## config.mk

```make
export PLATFORM = sky130hd
export DESIGN_NAME = trap_fitness_evaluator
export DESIGN_NICKNAME = d
export VERILOG_FILES = /design/src/rtl/core/tfe_pkg.sv /design/src/rtl/core/tfe_ctrl.sv /design/src/rtl/core/tfe_datapath.sv /design/src/rtl/core/trap_fitness_evaluator.sv
export SDC_FILE = /design/constraint.sdc
export NUM_CORES = 1
export LEC_CHECK = 0
export ABC_CLOCK_PERIOD_IN_PS = 7000
export BUFFER_PORTS_ARGS = -buffer_cell sky130_fd_sc_hd__buf_2
export CAP_MARGIN = 20
export CORE_ASPECT_RATIO = 0.75
export CORE_MARGIN = 2
export CORE_UTILIZATION = 30
export DETAILED_ROUTE_END_ITERATION = 6
export PLACE_DENSITY = 0.51
export SLEW_MARGIN = 25
export SYNTH_ARGS = -nofsm -noshare
export SYNTH_HDL_FRONTEND = slang
export SYNTH_SLANG_ARGS = --single-unit
```

## constraint.sdc

```tcl
create_clock -name clk -period 7 [get_ports clk]
set_clock_uncertainty 0.1 [all_clocks]
set_input_delay 0.35 -clock clk [delete_from_list [all_inputs] [get_ports clk]]
set_output_delay 0.35 -clock clk [all_outputs]
set_load 0.1 [all_outputs]
```

## src/rtl/core/tfe_pkg.sv

```systemverilog
package tfe_pkg;

  // field and register widths
  localparam int MODE_W  = 2;
  localparam int K_W     = 5;
  localparam int CHROM_W = 13;
  localparam int FIT_W   = 29;
  localparam int ADDR_W  = 4;
  localparam int DATA_W  = 32;

  // q16 values: table entries stay below 1.0, block values may equal it
  localparam int TAB_W = 16;
  localparam int VAL_W = 17;

  localparam logic [VAL_W-1:0] Q_ONE      = VAL_W'(65536);
  localparam logic [VAL_W-1:0] Q_POINT4   = VAL_W'(26214);
  localparam logic [VAL_W-1:0] Q_POINT8   = VAL_W'(52428);
  localparam logic [FIT_W-1:0] FIT_CAP    = {FIT_W{1'b1}};
  localparam logic [K_W-1:0]   SIX_K      = K_W'(6);
  localparam logic [K_W-1:0]   MIN_K      = K_W'(2);

  // 0.8 * 65536 * 5 = 2^18, divided once by 5*(k-1) to seed the table
  localparam int NUM_LOG2  = 18;
  localparam int DIV_CNT_W = 5;
  localparam logic [DIV_CNT_W-1:0] DIV_STEPS = DIV_CNT_W'(NUM_LOG2 + 1);

  localparam int DEF_MAX_LEN = 4096;
  localparam int DEF_MAX_K   = 16;

  localparam logic [MODE_W-1:0] MODE_ONEMAX = 2'd0;
  localparam logic [MODE_W-1:0] MODE_CONCAT = 2'd1;
  localparam logic [MODE_W-1:0] MODE_SIX    = 2'd2;
  localparam logic [MODE_W-1:0] MODE_CYCLIC = 2'd3;

  localparam logic [1:0] REG_MODE  = 2'd0;
  localparam logic [1:0] REG_TRAPK = 2'd1;
  localparam logic [1:0] REG_CHROM = 2'd2;

  localparam logic [MODE_W-1:0]  RST_MODE  = MODE_CONCAT;
  localparam logic [K_W-1:0]     RST_TRAPK = K_W'(5);
  localparam logic [CHROM_W-1:0] RST_CHROM = CHROM_W'(100);

  typedef struct packed {
    logic init;
    logic div_step;
    logic fill_step;
    logic gene_take;
    logic wrap_add;
    logic finish;
  } cmd_t;

  typedef struct packed {
    logic div_done;
    logic fill_done;
    logic last_gene;
    logic need_wrap;
  } stat_t;

  function automatic logic [VAL_W-1:0] six_trap_value(input logic [K_W-1:0] u);
    logic [VAL_W-1:0] v;
    unique case (u)
      K_W'(0), K_W'(6): v = Q_ONE;
      K_W'(2), K_W'(4): v = Q_POINT4;
      K_W'(3):          v = Q_POINT8;
      default:          v = '0;
    endcase
    return v;
  endfunction

endpackage

```

## src/rtl/core/tfe_ctrl.sv

```systemverilog
module tfe_ctrl (
  input  logic            clk,
  input  logic            rst,
  input  logic            cfg_wr,
  input  logic            in_valid,
  output logic            in_ready,
  output logic            out_valid,
  input  logic            out_ready,
  input  tfe_pkg::stat_t  stat,
  output tfe_pkg::cmd_t   cmd
);

  localparam logic [2:0] S_INIT = 3'd0;
  localparam logic [2:0] S_DIV  = 3'd1;
  localparam logic [2:0] S_FILL = 3'd2;
  localparam logic [2:0] S_RUN  = 3'd3;
  localparam logic [2:0] S_WRAP = 3'd4;

  logic [2:0] state;
  logic [2:0] state_next;
  logic       out_valid_next;
  logic       take;

  assign in_ready = (state == S_RUN) && (!out_valid || out_ready);
  assign take     = in_valid && in_ready;

  always_comb begin
    cmd.init      = (state == S_INIT);
    cmd.div_step  = (state == S_DIV) && !stat.div_done;
    cmd.fill_step = (state == S_FILL);
    cmd.gene_take = take;
    cmd.wrap_add  = (state == S_WRAP);
    cmd.finish    = (take && stat.last_gene && !stat.need_wrap) || (state == S_WRAP);
  end

  always_comb begin
    state_next = state;
    if (cfg_wr) begin
      state_next = S_INIT;
    end else begin
      unique case (state)
        S_INIT: state_next = S_DIV;
        S_DIV:  if (stat.div_done) state_next = S_FILL;
        S_FILL: if (stat.fill_done) state_next = S_RUN;
        S_RUN:  if (take && stat.last_gene && stat.need_wrap) state_next = S_WRAP;
        S_WRAP: state_next = S_RUN;
        default: state_next = S_INIT;
      endcase
    end
  end

  // result slot frees as it is taken, so a new result may land in the same cycle
  assign out_valid_next = cmd.finish || (out_valid && !out_ready);

  always_ff @(posedge clk) begin
    if (rst) begin
      state     <= S_INIT;
      out_valid <= 1'b0;
    end else begin
      state     <= state_next;
      out_valid <= out_valid_next;
    end
  end

endmodule

```

## src/rtl/core/tfe_datapath.sv

```systemverilog
module tfe_datapath #(
  parameter int MAX_LEN = tfe_pkg::DEF_MAX_LEN,
  parameter int MAX_K   = tfe_pkg::DEF_MAX_K
) (
  input  logic                          clk,
  input  tfe_pkg::cmd_t                 cmd,
  output tfe_pkg::stat_t                stat,
  input  logic [tfe_pkg::MODE_W-1:0]    fitness_mode,
  input  logic [tfe_pkg::K_W-1:0]       trap_k,
  input  logic [tfe_pkg::CHROM_W-1:0]   chrom_length,
  input  logic                          gene_bit,
  output logic [tfe_pkg::FIT_W-1:0]     fitness
);

  localparam int KW     = tfe_pkg::K_W;
  localparam int TW     = tfe_pkg::TAB_W;
  localparam int VW     = tfe_pkg::VAL_W;
  localparam int FW     = tfe_pkg::FIT_W;
  localparam int TAB_AW = (MAX_K > 1) ? $clog2(MAX_K) : 1;
  localparam int DW     = $clog2(5 * (MAX_K - 1) + 1);
  localparam int LW     = $clog2(MAX_LEN + 1);
  localparam int PW     = $clog2(MAX_LEN);
  localparam int EW     = (LW > tfe_pkg::CHROM_W) ? LW : tfe_pkg::CHROM_W;

  // effective configuration
  logic [KW-1:0] k_eff;
  logic [KW-1:0] km1;
  logic [DW-1:0] d_val;
  logic [EW-1:0] chrom_ext;
  logic [LW-1:0] len_eff;

  always_comb begin
    if (trap_k < tfe_pkg::MIN_K) k_eff = tfe_pkg::MIN_K;
    else if (trap_k > KW'(MAX_K)) k_eff = KW'(MAX_K);
    else k_eff = trap_k;
  end

  assign km1   = k_eff - KW'(1);
  assign d_val = DW'({km1, 2'b00}) + DW'(km1);

  assign chrom_ext = EW'(chrom_length);
  always_comb begin
    if (chrom_ext == '0) len_eff = LW'(1);
    else if (chrom_ext > EW'(MAX_LEN)) len_eff = LW'(MAX_LEN);
    else len_eff = LW'(chrom_ext);
  end

  // seed divider: 2^18 / (5*(k-1)), one quotient bit per cycle
  logic [tfe_pkg::DIV_CNT_W-1:0] div_cnt;
  logic [DW-1:0]                 rem;
  logic [TW-1:0]                 quo;
  logic [DW:0]                   rem_sh;
  logic                          rem_ge;

  assign rem_sh = {rem, (div_cnt == tfe_pkg::DIV_STEPS)};
  assign rem_ge = rem_sh >= {1'b0, d_val};

  // table fill: floor(j*2^18/d) by stepping quotient and remainder
  logic [TW-1:0] acc_q;
  logic [DW-1:0] acc_r;
  logic [DW:0]   acc_sum;
  logic          acc_carry;
  logic [KW-1:0] fill_ptr;
  logic [TW-1:0] tab [MAX_K];

  assign acc_sum   = {1'b0, acc_r} + {1'b0, rem};
  assign acc_carry = acc_sum >= {1'b0, d_val};

  always_ff @(posedge clk) begin
    if (cmd.init) begin
      div_cnt  <= tfe_pkg::DIV_STEPS;
      rem      <= '0;
      quo      <= '0;
      acc_q    <= '0;
      acc_r    <= '0;
      fill_ptr <= km1;
    end else if (cmd.div_step) begin
      div_cnt <= div_cnt - tfe_pkg::DIV_CNT_W'(1);
      rem     <= rem_ge ? DW'(rem_sh - {1'b0, d_val}) : DW'(rem_sh);
      quo     <= {quo[TW-2:0], rem_ge};
    end else if (cmd.fill_step) begin
      acc_q    <= acc_q + quo + TW'(acc_carry);
      acc_r    <= acc_carry ? DW'(acc_sum - {1'b0, d_val}) : DW'(acc_sum);
      fill_ptr <= fill_ptr - KW'(1);
    end
  end

  always_ff @(posedge clk) begin
    if (cmd.fill_step) begin
      tab[fill_ptr[TAB_AW-1:0]] <= acc_q;
    end
  end

  // stream state
  logic [PW-1:0] pos;
  logic [KW-1:0] ones;
  logic [KW-1:0] bits;
  logic [FW-1:0] sum;
  logic          first_gene;

  logic [KW-1:0] ones_new;
  logic [KW-1:0] bits_new;
  logic [KW-1:0] ones_nx;
  logic [KW-1:0] bits_nx;
  logic          full;
  logic [KW-1:0] lk_u;
  logic [VW-1:0] trap_v;
  logic [VW-1:0] add_v;
  logic [FW:0]   sum_wide;
  logic [FW-1:0] sum_add;
  logic [LW-1:0] pos_new;
  logic          first_nx;

  assign ones_new = ones + KW'(gene_bit);
  assign bits_new = bits + KW'(1);
  assign full     = (fitness_mode == tfe_pkg::MODE_SIX) ? (bits_new >= tfe_pkg::SIX_K)
                                                        : (bits_new >= k_eff);

  // wrap block closes on gene 0
  assign lk_u = cmd.wrap_add ? (ones + KW'(first_gene)) : ones_new;

  always_comb begin
    if (lk_u == k_eff) trap_v = tfe_pkg::Q_ONE;
    else if (lk_u > k_eff) trap_v = '0;
    else trap_v = {1'b0, tab[lk_u[TAB_AW-1:0]]};
  end

  always_comb begin
    ones_nx = ones;
    bits_nx = bits;
    add_v   = '0;
    if (cmd.wrap_add) begin
      add_v = trap_v;
    end else begin
      unique case (fitness_mode)
        tfe_pkg::MODE_ONEMAX: add_v = gene_bit ? tfe_pkg::Q_ONE : '0;
        tfe_pkg::MODE_CONCAT: begin
          add_v   = full ? trap_v : '0;
          ones_nx = full ? '0 : ones_new;
          bits_nx = full ? '0 : bits_new;
        end
        tfe_pkg::MODE_SIX: begin
          add_v   = full ? tfe_pkg::six_trap_value(ones_new) : '0;
          ones_nx = full ? '0 : ones_new;
          bits_nx = full ? '0 : bits_new;
        end
        tfe_pkg::MODE_CYCLIC: begin
          // overlapping blocks: the closing gene opens the next block
          add_v   = full ? trap_v : '0;
          ones_nx = full ? KW'(gene_bit) : ones_new;
          bits_nx = full ? KW'(1) : bits_new;
        end
        default: add_v = '0;
      endcase
    end
  end

  assign sum_wide = {1'b0, sum} + (FW + 1)'(add_v);
  assign sum_add  = sum_wide[FW] ? tfe_pkg::FIT_CAP : sum_wide[FW-1:0];
  assign pos_new  = LW'(pos) + LW'(1);
  assign first_nx = (pos == '0) ? gene_bit : first_gene;

  assign stat.div_done  = (div_cnt == '0);
  assign stat.fill_done = (fill_ptr == '0);
  assign stat.last_gene = (pos_new >= len_eff);
  assign stat.need_wrap = (fitness_mode == tfe_pkg::MODE_CYCLIC) && (bits_nx == km1);

  always_ff @(posedge clk) begin
    if (cmd.init || cmd.finish) begin
      pos        <= '0;
      ones       <= '0;
      bits       <= '0;
      sum        <= '0;
      first_gene <= 1'b0;
    end else if (cmd.gene_take) begin
      pos        <= pos_new[PW-1:0];
      ones       <= ones_nx;
      bits       <= bits_nx;
      sum        <= sum_add;
      first_gene <= first_nx;
    end
  end

  always_ff @(posedge clk) begin
    if (cmd.finish) begin
      fitness <= sum_add;
    end
  end

endmodule

```

## src/rtl/core/trap_fitness_evaluator.sv

```systemverilog
// one gene per cycle while in_ready is high (a stalled result, a table rebuild
// or a wrap holds it low); result valid the cycle after the last gene is accepted,
// in cyclic mode after the wrap state when the last block wraps to gene 0
// after reset and after any register write the trap table is rebuilt with in_ready
// low by a bit-serial divider and a k-entry fill sweep, k = trap_k held to 2..MAX_K
// any register write drops the chromosome in progress; reset restores
// mode concatenated trap, trap_k 5, chrom_length 100
module trap_fitness_evaluator #(
  parameter int MAX_LEN = tfe_pkg::DEF_MAX_LEN,
  parameter int MAX_K   = tfe_pkg::DEF_MAX_K
) (
  input  logic                          clk,
  input  logic                          rst,
  input  logic                          psel,
  input  logic                          penable,
  input  logic                          pwrite,
  input  logic [tfe_pkg::ADDR_W-1:0]    paddr,
  input  logic [tfe_pkg::DATA_W-1:0]    pwdata,
  output logic [tfe_pkg::DATA_W-1:0]    prdata,
  output logic                          pready,
  input  logic                          in_valid,
  output logic                          in_ready,
  input  logic                          gene_bit,
  output logic                          out_valid,
  input  logic                          out_ready,
  output logic [tfe_pkg::FIT_W-1:0]     fitness
);

  logic [tfe_pkg::MODE_W-1:0]  fitness_mode;
  logic [tfe_pkg::K_W-1:0]     trap_k;
  logic [tfe_pkg::CHROM_W-1:0] chrom_length;
  logic                        cfg_wr;
  logic [1:0]                  reg_idx;
  tfe_pkg::cmd_t               cmd;
  tfe_pkg::stat_t              stat;

  assign pready  = 1'b1;
  assign cfg_wr  = psel && penable && pwrite && pready;
  assign reg_idx = paddr[3:2];

  always_ff @(posedge clk) begin
    if (rst) begin
      fitness_mode <= tfe_pkg::RST_MODE;
      trap_k       <= tfe_pkg::RST_TRAPK;
      chrom_length <= tfe_pkg::RST_CHROM;
    end else if (cfg_wr) begin
      unique case (reg_idx)
        tfe_pkg::REG_MODE:  fitness_mode <= pwdata[tfe_pkg::MODE_W-1:0];
        tfe_pkg::REG_TRAPK: trap_k       <= pwdata[tfe_pkg::K_W-1:0];
        tfe_pkg::REG_CHROM: chrom_length <= pwdata[tfe_pkg::CHROM_W-1:0];
        default: ;
      endcase
    end
  end

  always_comb begin
    unique case (reg_idx)
      tfe_pkg::REG_MODE:  prdata = tfe_pkg::DATA_W'(fitness_mode);
      tfe_pkg::REG_TRAPK: prdata = tfe_pkg::DATA_W'(trap_k);
      tfe_pkg::REG_CHROM: prdata = tfe_pkg::DATA_W'(chrom_length);
      default:            prdata = '0;
    endcase
  end

  tfe_ctrl u_ctrl (
    .clk       (clk),
    .rst       (rst),
    .cfg_wr    (cfg_wr),
    .in_valid  (in_valid),
    .in_ready  (in_ready),
    .out_valid (out_valid),
    .out_ready (out_ready),
    .stat      (stat),
    .cmd       (cmd)
  );

  tfe_datapath #(
    .MAX_LEN (MAX_LEN),
    .MAX_K   (MAX_K)
  ) u_datapath (
    .clk          (clk),
    .cmd          (cmd),
    .stat         (stat),
    .fitness_mode (fitness_mode),
    .trap_k       (trap_k),
    .chrom_length (chrom_length),
    .gene_bit     (gene_bit),
    .fitness      (fitness)
  );

  // table rebuild must hold off genes straight after a write
  a_cfg_blocks_input: assert property (@(posedge clk) disable iff (rst)
    cfg_wr |=> !in_ready)
    else $error("gene request taken right after a register write");

  // a result only follows an accepted gene, directly or through the wrap state
  a_result_has_gene: assert property (@(posedge clk) disable iff (rst)
    $rose(out_valid) |-> ($past(in_valid && in_ready) || $past(in_valid && in_ready, 2)))
    else $error("result without a preceding gene request");

  // a pending result never gets overwritten
  a_no_overrun: assert property (@(posedge clk) disable iff (rst)
    (out_valid && !out_ready) |-> !in_ready)
    else $error("gene accepted while a result is stalled");

endmodule
```

After elaboration in Yosys (flattened, before gate mapping):

Memories as Yosys holds them, arrays and structs flattened.
Index checks and enable logic that the tools add are counted.

* register bits after elaboration: 161
* memory bits (writable): 256
* input port bits: 44
* output and inout port bits: 64
* word-level logic and storage cells: 138
* memories kept: 1

Memories
* u_datapath.tab: depth 16, width 16, read ports 1, clocked after memory_dff 0, write ports 1, line tfe_datapath.sv:64 `logic [TW-1:0] tab [MAX_K];`

* add/sub/neg operators: 14
* magnitude comparators: 9
* eq/ne operators: 20
* muxes and demuxes: 34
* bitwise operators: 2
* reductions and logical operators: 41

Operators by type and width (count)
* $pmux 17 s3: 2
* $mux 17: 5
* $mux 5: 11
* $pmux 13 s3: 1
* $add 29x17->30: 1
* $mux 29: 1
* $mux 13: 2
* $pmux 5 s2: 2
* $add 16x1->16: 1
* $add 16x16->16: 1
* $ge 8x7->1: 2
* $mux 16: 1
* $logic_not 5->1: 3
* $pmux 3 s5: 1
* $sub 5x1->5 const B: 3
* $mux 7: 2
* $sub 7x7->7: 2
* $add 12x1->13 const B: 1
* $ge 13x13->1: 1
* $gt 13x13->1 const B: 1
* $logic_not 13->1: 1
* $logic_not 12->1: 1
* $reduce_and 2->1: 6
* $add 5x1->5: 2
* other kinds (30): 66

Depth between registers and ports, before layout:

Gate-level depths: netlist of the first run.

* word-level depth: 14
* gate-level depth with buffers: 29
* mapped depth without buffers: 28

Hierarchy:

From an unflattened synthesis of the first run, not the netlist that was laid out.

* cells, all modules: 1855
* area total of the unflattened synthesis: 21082.7 µm²

By module, submodules not included
* tfe_datapath: times used 1, cells each 1694, area an instance 19575.0 µm², seq. area each 10770.3 µm²
* trap_fitness_evaluator: times used 1, cells each 125, area an instance 1154.9 µm², seq. area each 400.4 µm²
* tfe_ctrl: times used 1, cells each 36, area an instance 352.8 µm², seq. area each 80.1 µm²

Worst setup path after synthesis of the first run:

Ideal clock, no wire load.

* path type: flip-flop to flip-flop
* start: register u_ctrl.out_valid
* end: register u_datapath.fitness[0] (netlist name), enable pin
* library setup time: 0.455 ns
* arrival time: 5.955 ns
* data required time: 6.445 ns
* slack: 0.490 ns
* stages on the path, launching flop included: 7
* buffers on the path: 0
* period minus slack after synthesis: 6.510 ns
* cell sequence: dfxtp_1 > nand2b_1 > nor3b_1 > and2_1 > o21ai_0 > a21o_1 > o21ai_0

RTL lines
* start, declared: line tfe_ctrl.sv:7 `output logic out_valid,`
* start signal, assigned: line tfe_ctrl.sv:61 `out_valid <= out_valid_next;`
* end signal, assigned: line tfe_datapath.sv:186 `fitness <= sum_add;`
* end, declared: line tfe_datapath.sv:12 `output logic [tfe_pkg::FIT_W-1:0] fitness`

Worst setup path after layout of the first run:

* start: register trap_k[2] (netlist name)
* end: register u_datapath.fitness[16] (netlist name), data pin

* cells in the longest elaborated chain, start to end: 11
* elaborated cells on any way between the ends: 16
* those cells by class: 1 x add/sub; 4 x order compare; 1 x eq/ne; 10 x mux

Ends and longest elaborated chain
* start, declared: line trap_fitness_evaluator.sv:30 `logic [tfe_pkg::K_W-1:0] trap_k;`
* start signal, assigned: line trap_fitness_evaluator.sv:44 `trap_k <= tfe_pkg::RST_TRAPK;`
* start signal, assigned: line trap_fitness_evaluator.sv:49 `tfe_pkg::REG_TRAPK: trap_k <= pwdata[tfe_pkg::K_W-1:0];`
* $gt 5x5->1: line tfe_datapath.sv:34 `else if (trap_k > KW'(MAX_K)) k_eff = KW'(MAX_K);`
* $mux 5: line tfe_datapath.sv:34
* $mux 5 *: line tfe_datapath.sv:33 `if (trap_k < tfe_pkg::MIN_K) k_eff = tfe_pkg::MIN_K;`
* $gt 5x5->1: line tfe_datapath.sv:124 `else if (lk_u > k_eff) trap_v = '0;`
* $mux 16: line tfe_datapath.sv:124
* $mux 17: line tfe_datapath.sv:123 `if (lk_u == k_eff) trap_v = tfe_pkg::Q_ONE;`
* $mux 17: line tfe_datapath.sv:138, tfe_datapath.sv:149
* $pmux 17 s3: line tfe_datapath.sv:135 `unique case (fitness_mode)`
* $mux 17 *: line tfe_datapath.sv:132 `if (cmd.wrap_add) begin`
* $add 29x17->30 *: line tfe_datapath.sv:158 `assign sum_wide = {1'b0, sum} + (FW + 1)'(add_v);`
* $mux 29 *: line tfe_datapath.sv:159 `assign sum_add = sum_wide[FW] ? tfe_pkg::FIT_CAP : sum_wide[FW-1:0];`
* via u_datapath.sum_add[16]: line tfe_datapath.sv:110 `logic [FW-1:0] sum_add;`

The timed path passes the listed nets; every way through them passes the cells marked *.
A chain may end at the register's enable or synchronous reset.

==> tab_implementation.tex, run 1 <==
\begin{tabular}{lr}
\hline
Metric & Value \\
\hline
\multicolumn{2}{l}{\textbf{Run status}} \\
Result of the run & finished clean \\
\multicolumn{2}{l}{\textbf{Critical path}} \\
Cell-by-cell trace of the critical path & o311ai\_1, inv\_1, ha\_1, nand2b\_1, a31oi\_1, maj3\_2, o21a\_1, nor2\_2, o21ai\_0, o21ai\_0, and4b\_1, buf\_4, a31o\_1, ha\_1, a211oi\_1, o21bai\_1, a41o\_1, nor2\_1, o21bai\_1, a21o\_1, a21oi\_1, xor2\_1, nand2\_1 \\
Slowest CP cell & o311ai\_1 \\
CP bufs+invs & 2 \\
Start point of the critical path & trap\_k[2]\$\_SDFFE\_PP1P\_ \\
Arrival @ worst endpoint & about 6.5 ns \\
Worst setup path class & reg2reg \\
Nature of the critical path startpoint & register \\
Startpoint of the worst-slack reg-to-reg timing path & trap\_k[2]\$\_SDFFE\_PP1P\_ \\
Worst path required time & 7.23 ns \\
CP peak stage delay & approximately 0.67 ns \\
Kind of cell adding the most delay to the critical path & compound AO/OA/AOI/OAI gates \\
Kind of end point of the critical path & register \\
Largest fanout on the critical path & 16 \\
\multicolumn{2}{l}{\textbf{Logic synthesis}} \\
Share of flip-flops with an asynchronous set or reset & 0\% \\
Synth area leader & edfxtp\_1 \\
Synthesized instance count & 1743 \\
Xor-xnor portion of the synthesized cell area & 4.04\% \\
Share of synthesized area spent on multiplexers & 10.7\% \\
Dominant cells by area after synthesis & edfxtp\_1 42\%, dfxtp\_1 12\%, mux2i\_1 7.1\%, ha\_1 5.8\%, nand2\_1 4.0\% \\
Fraction of post-synthesis cell area in the top cell type by area & 42.0\% \\
Library cells used by synthesis & 80 \\
Compound-Gate Fraction of Synth Area & under 10\% \\
Post-synth top flop & edfxtp\_1 \\
Post-synthesis average cell area & 11.9 um2 \\
Post-synthesis simple-gate area fraction & 11.6\% \\
Largest family of logic cells by synthesized area & simple AND/OR/NAND/NOR gates \\
Total number of yosys warnings & 0 \\
Part of the Yosys area used for sequential elements & between 50\% and 60\% \\
Adder-cell share of the synthesized area & 6.52\% \\
Post-Synthesis Cell Area & 20700 um2 \\
Number of synthesized flops with an enable pin & 290 \\
Synth Register Bits & 417 \\
\multicolumn{2}{l}{\textbf{Clock tree}} \\
Clk slew on worst S/H paths & $\sim$0.060 ns \\
H-tree levels & 2 \\
CTS tree & done \\
Num CTS Buffers & 44 \\
Clock Sinks & $\sim$420 \\
Post-CTS sizing & 0 \\
Clock insertion delay at the later pin of the skew report & 0.59 ns \\
Number of buffers on the longest clock path & 3 \\
Cell chosen for the clock root & clkbuf\_16 \\
\multicolumn{2}{l}{\textbf{Global routing}} \\
Global routing usage summed across all routing layers & a little over an eighth \\
Largest net degree at the start of global routing & 129 \\
Grt total ovfl & 0 \\
Number of antenna violations at the first check in global routing & 0 \\
Busiest metal layer after global routing & met1 \\
Met1 usage in global routing & about a fifth \\
Met2 track demand over resource in global routing & 19.9\% \\
Via count of the first global-routing pass & 13100 \\
Met3 track demand over resource & 2.36\% \\
First-pass GRT wire length & between 70 and 80 mm \\
\multicolumn{2}{l}{\textbf{STA}} \\
Number of hold violations in the final report & 0 \\
Achievable Freq & 159 MHz \\
Headroom to the max-slew limit & 31.0\% \\
Setup violators final & 0 \\
Final min period & 6.31 ns \\
Unrepaired setup endpoints after global routing & no \\
Slew Limit Fails & 0 \\
Final setup margin & 0.694 ns \\
Share of the cycle needed by the critical path after routing & between 90 and 100\% \\
Actual transition at the worst max-transition pin & 1.04 ns \\
Total negative slack for setup checks & 0 ns \\
\multicolumn{2}{l}{\textbf{Power}} \\
Part of the total power dissipated in combinational logic & 7.7\% \\
Relative contribution of sequential cells to total power & 50.0\% \\
Highest ir drop seen on vdd & 0.154 mV \\
Relative contribution of the clock network to total power & approximately 42\% \\
Power per unit of standard cell area & roughly 220 nW/um2 \\
Leakage power figure & slightly above 9 nW \\
Psw & approximately 0.0013 W \\
Internal Pwr Total & 0.00400 W \\
Net switching share of the total power & around 24\% \\
\multicolumn{2}{l}{\textbf{Drt}} \\
Final routed wirelength across all metal layers & 48.5 mm \\
Post-detailed-route count of antenna-violating nets & 0 \\
WL per Instance & roughly 18 um \\
Detailed Route Iter0 Violations & around 1000 \\
Number of vias per cell after detailed routing & $\sim$4.9 \\
DR pass1 iterations & 5 \\
Number of design rule violations left after detail routing & 0 \\
Via Count & 13400 \\
\multicolumn{2}{l}{\textbf{Die}} \\
Core region area & 68400 um2 \\
Initial cell density of the core & between 30 and 40\% \\
Cell row count & 83 \\
Die Outline Area & roughly 71000 um2 \\
DIE WIDTH & 308 um \\
Die Y & between 200 and 250 um \\
I/O Pins & 108 \\
\multicolumn{2}{l}{\textbf{Hold path}} \\
Hold WC Path Type & in2reg \\
Hold\_sp & rst \\
\multicolumn{2}{l}{\textbf{Cells and area}} \\
Inserted Diodes & 0 \\
Number of fill cells in the layout & roughly 6700 \\
Number of nets in the finished design & 1965 \\
Synth-to-Final Area Change & 13.5\% \\
Multi-input combinational cell area & 8920 um2 \\
Area occupied by registers & 11300 um2 \\
Share of post-route cells with drive strength above 1 & 12.4\% \\
Final instance area & 23500 um2 \\
\multicolumn{2}{l}{\textbf{Run}} \\
Number of maximum-capacitance constraint violations & 0 \\
\multicolumn{2}{l}{\textbf{Place}} \\
Post-placement setup slack & 0.777 ns \\
Detailed-placement wirelength estimate & $\sim$32 mm \\
Number of input and output port buffers inserted & 66 \\
Cell area reported after detailed placement & around 22000 um2 \\
GP Congestion & 0.832 \\
\hline
\end{tabular}
final cells by class:
| class | instances | share of cell area, % |
|---|---|---|
| inverter | 43 | 0.685 |
| tap | 892 | 4.74 |
| multi-input combinational | 1205 | 37.9 |
| timing repair buffer | 108 | 3.08 |
| clock inverter | 15 | 0.563 |
| sequential | 417 | 47.8 |
| clock buffer | 65 | 5.27 |
through the flow:
stage	hold slack (ns)	util, %	total power (W)	instances
detailed placement	0.351	32.1	0.00310	2647
global placement	0.348	32.1	0.00309	2647
finish	0.0768	34.4	0.00529	2745
global route	0.0942	34.4	0.00549	2745
CTS	0.0372	34.3	0.00536	2743
floorplan	0.333	-	0.00302	1761
sequential cells by signal, summed over array words and instances (netlist names):
| signal | cells |
|---|---|
| u_datapath.tab | 256 |
| u_datapath.fitness | 29 |
| u_datapath.sum | 29 |
| u_datapath.acc_q | 16 |
| u_datapath.quo | 16 |
| chrom_length | 13 |
| u_datapath.pos | 12 |
| u_datapath.acc_r | 7 |
| u_datapath.rem | 7 |
| trap_k | 5 |
| u_datapath.bits | 5 |
| u_datapath.div_cnt | 5 |
| u_datapath.fill_ptr | 5 |
| u_datapath.ones | 5 |
| u_ctrl.state | 3 |
| fitness_mode | 2 |
| u_ctrl.out_valid | 1 |
| u_datapath.first_gene | 1 |
cells by family after synthesis:
family	count (synthesis)
AO/OA/AOI/OAI	290
other	2
XOR/XNOR	94
multiplexers	181
AND/OR/NAND/NOR	515
flip-flops	417
buffers and inverters	139
adder cells (fa/ha/maj)	105
metal layers:
| metal | vias to the layer above | wire, um |
|---|---|---|
| met5 | - | 0 |
| met4 | 0 | 802 |
| met3 | 62 | 2400 |
| met2 | 278 | 20400 |
| met1 | 6505 | 24900 |
| li1 | 6548 | - |
worst register-to-register path: stages (launching register included):
cell	delay, ns
dfxtp_1	0.37
o311ai_1	0.67
inv_1	0.28
ha_1	0.34
nand2b_1	0.09
a31oi_1	0.09
maj3_2	0.34
o21a_1	0.21
nor2_2	0.27
o21ai_0	0.21
o21ai_0	0.19
and4b_1	0.23
buf_4	0.24
a31o_1	0.22
ha_1	0.29
a211oi_1	0.41
o21bai_1	0.18
a41o_1	0.27
nor2_1	0.21
o21bai_1	0.15
a21o_1	0.20
a21oi_1	0.16
xor2_1	0.24
nand2_1	0.09
repair_timing:
item | 4_1_cts | 5_1_grt
hold buffers | 16 | 0
buffers inserted | 0 | 0
endpoints found under the hold margin | 22 | 0
placed cells by master, fill, tap and decap left out, types with 54 or more instances in the layout:
master    Yosys  layout
ha_1         96      96
edfxtp_1    290     290
nand2_1     219     219
nor2_1      101     100
buf_2        23      66
xor2_1       54      54
a21oi_1      96      96
mux2i_1     148     147
dfxtp_1     127     127
worst paths after layout:
kind,end,cells after the start,slack (ns)
worst max-delay path,u_datapath.fitness[16]$_DFFE_PP_,23,0.69
worst min-delay path,trap_k[1]$_SDFFE_PP0P_,2,0.08
worst max register to register,u_datapath.fitness[16]$_DFFE_PP_,23,0.69
worst min register to register,u_datapath.acc_r[5]$_SDFFE_PP0P_,2,0.36
power groups by stage:
stage	Sequential (W)	Combinational [W]	Clock [W]
floorplan	0.00268	0.000330	0
global placement	0.00269	0.000395	0
detailed placement	0.00269	0.000400	0
CTS	0.00264	0.000410	0.00231
global route	0.00264	0.000448	0.00240
finish	0.00264	0.000407	0.00224
Yosys cell counts, drive strengths merged (15+ instances only):
library cell / n
buf: 59
ha: 96
xnor2: 39
nand2: 220
mux4: 32
o21ai: 51
edfxtp: 290
mux2i: 149
clkbuf: 37
xor2: 55
a21o: 24
nor3: 27
nand2b: 15
a21oi: 96
nand3: 30
nor2b: 15
inv: 43
nor2: 104
dfxtp: 127
and3: 22
and2: 32
No activity file was read; power rests on OpenSTA's default activity.
==> inputs of run 2 (changes only) <==
Settings changed: PLACE_DENSITY 0.51 to default.
==> tab_implementation.tex, run 2 (same netlist as run 1, synthesis figures left out) <==
\begin{tabular}{lr}
\hline
Metric & Value \\
\hline
\multicolumn{2}{l}{\textbf{Critical path}} \\
Worst setup path class & reg2reg \\
Kind of cell adding the most delay to the critical path & compound AO/OA/AOI/OAI gates \\
FF-to-FF setup slack & 0.51 ns (-0.19 ns) \\
Cells on worst reg2reg path & 28 (+22\%) \\
R2R Path End & u\_datapath.acc\_q[14]\$\_SDFFE\_PP0P\_ \\
CP bufs+invs & 4 (+2) \\
Kind of end point of the critical path & register \\
Largest fanout on the critical path & 11 (-5) \\
Worst path required time & 7.31 ns (+0.08 ns) \\
Nature of the critical path startpoint & register \\
Arrival @ worst endpoint & 6.80 ns (+0.26 ns) \\
CP peak stage delay & 0.53 ns (-0.14 ns) \\
Startpoint of the worst-slack reg-to-reg timing path & trap\_k[2]\$\_SDFFE\_PP1P\_ \\
Slowest CP cell & ha\_2 \\
\multicolumn{2}{l}{\textbf{Die}} \\
Die Outline Area & 71300 um2 (unchanged) \\
DIE WIDTH & 308 um (unchanged) \\
I/O Pins & 108 (unchanged) \\
Cell row count & 83 (unchanged) \\
Initial cell density of the core & 30.3\% (unchanged) \\
Core region area & 68400 um2 (unchanged) \\
Die Y & 232 um (unchanged) \\
\multicolumn{2}{l}{\textbf{Drt}} \\
Via Count & 13700 (+2.2\%) \\
DR pass1 iterations & 5 (unchanged) \\
Post-detailed-route count of antenna-violating nets & 0 (unchanged) \\
Detailed Route Iter0 Violations & 1080 (+8.7\%) \\
WL per Instance & 17.3 um (-2.1\%) \\
Number of vias per cell after detailed routing & 4.99 (+2.3\%) \\
Number of design rule violations left after detail routing & 0 (unchanged) \\
Final routed wirelength across all metal layers & 47.4 mm (-2.2\%) \\
\multicolumn{2}{l}{\textbf{Clock tree}} \\
H-tree levels & 2 (unchanged) \\
Cell chosen for the clock root & clkbuf\_16 \\
Num CTS Buffers & 42 (-4.5\%) \\
CTS tree & done \\
Clock insertion delay at the later pin of the skew report & 0.56 ns (-0.03 ns) \\
Clock Sinks & 417 (unchanged) \\
Clk slew on worst S/H paths & 0.07 ns (about the same) \\
Number of buffers on the longest clock path & 3 (unchanged) \\
\multicolumn{2}{l}{\textbf{STA}} \\
Unrepaired setup endpoints after global routing & no \\
Achievable Freq & 154 MHz (-2.9\%) \\
Number of hold violations in the final report & 0 (unchanged) \\
Actual transition at the worst max-transition pin & 1.02 ns (-0.0193 ns) \\
Setup violators final & 0 (unchanged) \\
Share of the cycle needed by the critical path after routing & 92.7\% (+2.7 points) \\
Final min period & 6.49 ns (+0.186 ns) \\
Total negative slack for setup checks & 0 ns (unchanged) \\
Slew Limit Fails & 0 (unchanged) \\
Headroom to the max-slew limit & 32.3\% (+1.3 points) \\
Worst hold slack after final layout & 0.0265 ns (-0.0503 ns) \\
\multicolumn{2}{l}{\textbf{Cells and area}} \\
Number of nets in the finished design & 1964 (-0.051\%) \\
Number of cells in the finished layout apart from fillers & 2743 (-0.073\%) \\
Most common cell after layout, fill and taps aside & edfxtp\_1 \\
Fin util & 34.3\% (-0.060 points) \\
Inserted Diodes & 0 (unchanged) \\
Share of post-route cells with drive strength above 1 & 12.7\% (+0.28 points) \\
Synth-to-Final Area Change & 13.3\% \\
Most frequent cells in the layout & 290 x edfxtp\_1, 219 x nand2\_1, 147 x mux2i\_1 \\
Final instance area & 23500 um2 (-0.18\%) \\
Largest register FFs & 256 (unchanged) \\
\multicolumn{2}{l}{\textbf{Global routing}} \\
Via count of the first global-routing pass & 13000 (-0.69\%) \\
First-pass GRT wire length & 73.6 mm (-2.4\%) \\
Number of antenna violations at the first check in global routing & 0 (unchanged) \\
Largest net degree at the start of global routing & 129 (unchanged) \\
Global routing usage summed across all routing layers & 13.0\% (-0.51 points) \\
Grt total ovfl & 0 (unchanged) \\
\multicolumn{2}{l}{\textbf{Hold path}} \\
Hold WC Path Type & in2reg \\
Number of cells on the worst hold path & 3 (+1) \\
Hold-critical path endpoint & u\_datapath.first\_gene\$\_SDFFE\_PP0P\_ \\
Hold\_sp & gene\_bit \\
\multicolumn{2}{l}{\textbf{Place}} \\
GP Congestion & 0.850 (+2.1\%) \\
Number of input and output port buffers inserted & 66 (unchanged) \\
Number of placed cells counting well taps & 2650 (+0.11\%) \\
Detailed-placement wirelength estimate & 32.0 mm (-0.78\%) \\
Cell area reported after detailed placement & 22000 um2 (about the same) \\
\multicolumn{2}{l}{\textbf{Run status}} \\
Result of the run & finished clean \\
\multicolumn{2}{l}{\textbf{Power}} \\
Power per unit of standard cell area & 223 nW/um2 (-0.55\%) \\
Highest ir drop seen on vdd & 0.211 mV (+37\%) \\
Leakage power figure & 9.30 nW (about the same) \\
\multicolumn{2}{l}{\textbf{Run}} \\
Number of maximum-capacitance constraint violations & 0 (unchanged) \\
\hline
\end{tabular}
run 2: worst reg2reg max path: cells and delay by family, from the launching register on:
| family | cells | cell delay (ns) |
|---|---|---|
| flip-flops | 1 | 0.31 |
| AND/OR/NAND/NOR | 5 | 0.74 |
| XOR/XNOR | 3 | 0.70 |
| adder cells (fa/ha/maj) | 5 | 1.61 |
| AO/OA/AOI/OAI | 11 | 2.31 |
| buffers and inverters | 4 | 0.57 |
run 2: through the flow:
stage | power [W] | setup slack [ns]
2_1_floorplan | 0.00302 | 0.490
3_3_place_gp | 0.00308 | 0.551
5_1_grt | 0.00543 | 0.00322
3_5_place_dp | 0.00309 | 0.446
4_1_cts | 0.00529 | 0.385
6_report | 0.00525 | 0.508
run 2: worst max path at each step:
stage | from | end | slack [ns] | cells after the start
after global routing | trap_k[1]$_SDFFE_PP0P_ | u_datapath.sum[20]$_SDFFE_PP0P_ | 0.003 | 24
after detailed placement | trap_k[1]$_SDFFE_PP0P_ | u_datapath.acc_q[14]$_SDFFE_PP0P_ | 0.45 | 25
after global placement | trap_k[1]$_SDFFE_PP0P_ | u_datapath.sum[19]$_SDFFE_PP0P_ | 0.55 | 23
after CTS | trap_k[1]$_SDFFE_PP0P_ | u_datapath.sum[20]$_SDFFE_PP0P_ | 0.38 | 24
final | trap_k[2]$_SDFFE_PP1P_ | u_datapath.acc_q[14]$_SDFFE_PP0P_ | 0.51 | 28
after floorplan | u_ctrl.out_valid$_SDFF_PP0_ | u_datapath.fitness[0]$_DFFE_PP_ | 0.49 | 6
run 2: repair_timing:
item	CTS	global route
setup buffers	0	0
endpoints found under the setup margin	0	2
hold buffers	13	0
hold endpoints to repair	20	0
gates resized for setup	0	1
run 2: cell type report:
class	count	area (um2)
Clock buffer	51	1090
Clock inverter	26	253
Fill cell	6601	44900
Inverter	43	161
Multi-Input combinational cell	1205	8920
Sequential cell	417	11300
Tap cell	892	1120
Timing Repair Buffer	109	713
run 2: where the power goes:
| part | internal [W] | switching (W) |
|---|---|---|
| Clock | 0.00124 | 0.000965 |
| Sequential | 0.00262 | 0.0000200 |
| Combinational | 0.000141 | 0.000265 |
run 2: routing by layer:
layer  global-route usage (%)  wire length, um
met5                        0                0
met4                     2.38              575
met3                     2.26             2800
met2                     19.9            20800
met1                     19.3            23200
==> inputs of run 3 (changes only) <==
Settings changed: PLACE_DENSITY_LB_ADDON from default to 0.25.
==> tab_implementation.tex, run 3 (same netlist as run 1, synthesis figures left out) <==
\begin{tabular}{lr}
\hline
Metric & Value \\
\hline
\multicolumn{2}{l}{\textbf{Drt}} \\
Number of vias per cell after detailed routing & 4.90 (-1.8\%) \\
Via Count & 13500 (-1.6\%) \\
WL per Instance & 17.9 um (+3.8\%) \\
DR pass1 iterations & 5 (unchanged) \\
Final routed wirelength across all metal layers & 49.3 mm (+3.9\%) \\
Post-detailed-route count of antenna-violating nets & 0 (unchanged) \\
Detailed Route Iter0 Violations & 1051 (-2.7\%) \\
Number of design rule violations left after detail routing & 0 (unchanged) \\
\multicolumn{2}{l}{\textbf{Clock tree}} \\
CTS tree & done \\
Clock insertion delay at the later pin of the skew report & 0.58 ns (+0.02 ns) \\
Clock Sinks & 417 (unchanged) \\
H-tree levels & 2 (unchanged) \\
Num CTS Buffers & 44 (+4.8\%) \\
Number of buffers on the longest clock path & 3 (unchanged) \\
Clk slew on worst S/H paths & 0.06 ns (about the same) \\
Post-CTS setup buffer count & 0 (unchanged) \\
Cell chosen for the clock root & clkbuf\_16 \\
\multicolumn{2}{l}{\textbf{STA}} \\
Final min period & 6.35 ns (-0.143 ns) \\
Achievable Freq & 158 MHz (+2.2\%) \\
Unrepaired setup endpoints after global routing & no \\
Slew Limit Fails & 0 (unchanged) \\
Total negative slack for setup checks & 0 ns (unchanged) \\
Setup violators final & 0 (unchanged) \\
Headroom to the max-slew limit & 30.1\% (-2.2 points) \\
Worst hold slack after final layout & 0.0315 ns (+0.00492 ns) \\
Share of the cycle needed by the critical path after routing & 90.7\% (-2.0 points) \\
Number of hold violations in the final report & 0 (unchanged) \\
Actual transition at the worst max-transition pin & 1.05 ns (+0.0325 ns) \\
\multicolumn{2}{l}{\textbf{Critical path}} \\
Kind of cell adding the most delay to the critical path & compound AO/OA/AOI/OAI gates \\
CP peak stage delay & 0.63 ns (+0.10 ns) \\
Kind of end point of the critical path & register \\
CP bufs+invs & 2 (-2) \\
Slowest CP cell & o311ai\_1 \\
Nature of the critical path startpoint & register \\
Arrival @ worst endpoint & 6.57 ns (-0.23 ns) \\
Largest fanout on the critical path & 16 (+5) \\
Worst setup path class & reg2reg \\
Cell-by-cell trace of the critical path & o311ai\_1, inv\_1, ha\_1, nand2b\_1, a31oi\_1, maj3\_2, o21a\_1, nor2\_2, o21ai\_0, o21ai\_0, and4b\_1, buf\_4, a31o\_1, ha\_1, a211oi\_1, o21bai\_1, a41o\_1, nor2\_1, o21bai\_1, a21o\_1, a21oi\_1, xor2\_1, nand2\_1 \\
Worst path required time & 7.22 ns (-0.09 ns) \\
\multicolumn{2}{l}{\textbf{Die}} \\
I/O Pins & 108 (unchanged) \\
Cell row count & 83 (unchanged) \\
Die Outline Area & 71300 um2 (unchanged) \\
Die Y & 232 um (unchanged) \\
Core region area & 68400 um2 (unchanged) \\
Initial cell density of the core & 30.3\% (unchanged) \\
DIE WIDTH & 308 um (unchanged) \\
\multicolumn{2}{l}{\textbf{Cells and area}} \\
Largest register FFs & 256 (unchanged) \\
Number of nets in the finished design & 1964 (unchanged) \\
Most frequent cells in the layout & 290 x edfxtp\_1, 219 x nand2\_1, 147 x mux2i\_1 \\
Most common cell after layout, fill and taps aside & edfxtp\_1 \\
Inserted Diodes & 0 (unchanged) \\
Synth-to-Final Area Change & 13.8\% \\
Number of fill cells in the layout & 6720 (+1.8\%) \\
Share of post-route cells with drive strength above 1 & 12.9\% (+0.25 points) \\
\multicolumn{2}{l}{\textbf{Run status}} \\
Result of the run & finished clean \\
\multicolumn{2}{l}{\textbf{Run}} \\
Number of maximum-capacitance constraint violations & 0 (unchanged) \\
\multicolumn{2}{l}{\textbf{Global routing}} \\
Global routing usage summed across all routing layers & 13.5\% (+0.56 points) \\
Grt total ovfl & 0 (unchanged) \\
Via count of the first global-routing pass & 12900 (-1.3\%) \\
Largest net degree at the start of global routing & 129 (unchanged) \\
Number of antenna violations at the first check in global routing & 1 (+1) \\
First-pass GRT wire length & 75.2 mm (+2.2\%) \\
\multicolumn{2}{l}{\textbf{Place}} \\
GP Congestion & 0.875 (+3.0\%) \\
Number of input and output port buffers inserted & 66 (unchanged) \\
Detailed-placement wirelength estimate & 32.6 mm (+1.9\%) \\
\multicolumn{2}{l}{\textbf{Power}} \\
Power per unit of standard cell area & 228 nW/um2 (+1.9\%) \\
Leakage power figure & 9.34 nW (+0.42\%) \\
Highest ir drop seen on vdd & 0.164 mV (-22\%) \\
\multicolumn{2}{l}{\textbf{Hold path}} \\
Hold WC Path Type & in2reg \\
\hline
\end{tabular}
[run 3: layout make-up]
cell class                 instances  area (um2)  area share (%)
sequential                       417       11300            47.7
clock buffer                      55        1180            5.01
inverter                          43         161           0.684
clock inverter                    27         249            1.06
tap                              892        1120            4.73
timing repair buffer             107         713            3.02
multi-input combinational       1205        8930            37.8
[run 3: worst min-delay path, stage by stage]
cell	delay (ns)
buf_2	0.10
a31oi_1	0.09
nand3_1	0.08
nor2_1	0.04
[run 3: worst paths after layout]
check	startpoint	endpoint	slack (ns)	cells after the start
hold reg to reg	u_datapath.sum[3]$_SDFFE_PP0P_	u_datapath.sum[3]$_SDFFE_PP0P_	0.36	2
setup reg to reg	trap_k[2]$_SDFFE_PP1P_	u_datapath.fitness[16]$_DFFE_PP_	0.65	23
setup / recovery	trap_k[2]$_SDFFE_PP1P_	u_datapath.fitness[16]$_DFFE_PP_	0.65	23
hold / removal	penable	u_ctrl.state[0]$_SDFFE_PP0P_	0.03	4
[run 3: metal layers]
| metal | vias up | global-route usage, % | wire [um] |
|---|---|---|---|
| li1 | 6533 | - | - |
| met1 | 6644 | 20.9 | 25500 |
| met2 | 230 | 19.7 | 20800 |
| met3 | 57 | 2.31 | 2280 |
| met4 | 0 | 2.65 | 696 |
| met5 | - | 0 | 0 |
[run 3: through the flow]
stage / instance area [um2] / utilization (%) / cells / setup WS [ns] / power (W)
5_1_grt: 23600 / 34.5 / 2746 / 0.177 / 0.00557
3_5_place_dp: 22000 / 32.1 / 2649 / 0.714 / 0.00309
4_1_cts: 23600 / 34.4 / 2745 / 0.688 / 0.00544
6_report: 23600 / 34.5 / 2746 / 0.651 / 0.00537
3_3_place_gp: 22000 / 32.1 / 2648 / 0.845 / 0.00308
2_1_floorplan: 20800 / - / 1761 / 0.490 / 0.00302
[run 3: timing repair]
action                                  4_1_cts  5_1_grt
hold endpoints to repair                     21        0
endpoints found under the setup margin        0        0
resized for setup                             0        0
hold buffers                                 14        0
[run 3: power breakdown]
group / total (W) / switching, W / internal [W]
sequential: 0.00264 / 0.0000205 / 0.00262
clock: 0.00233 / 0.00101 / 0.00132
combinational: 0.000404 / 0.000263 / 0.000141
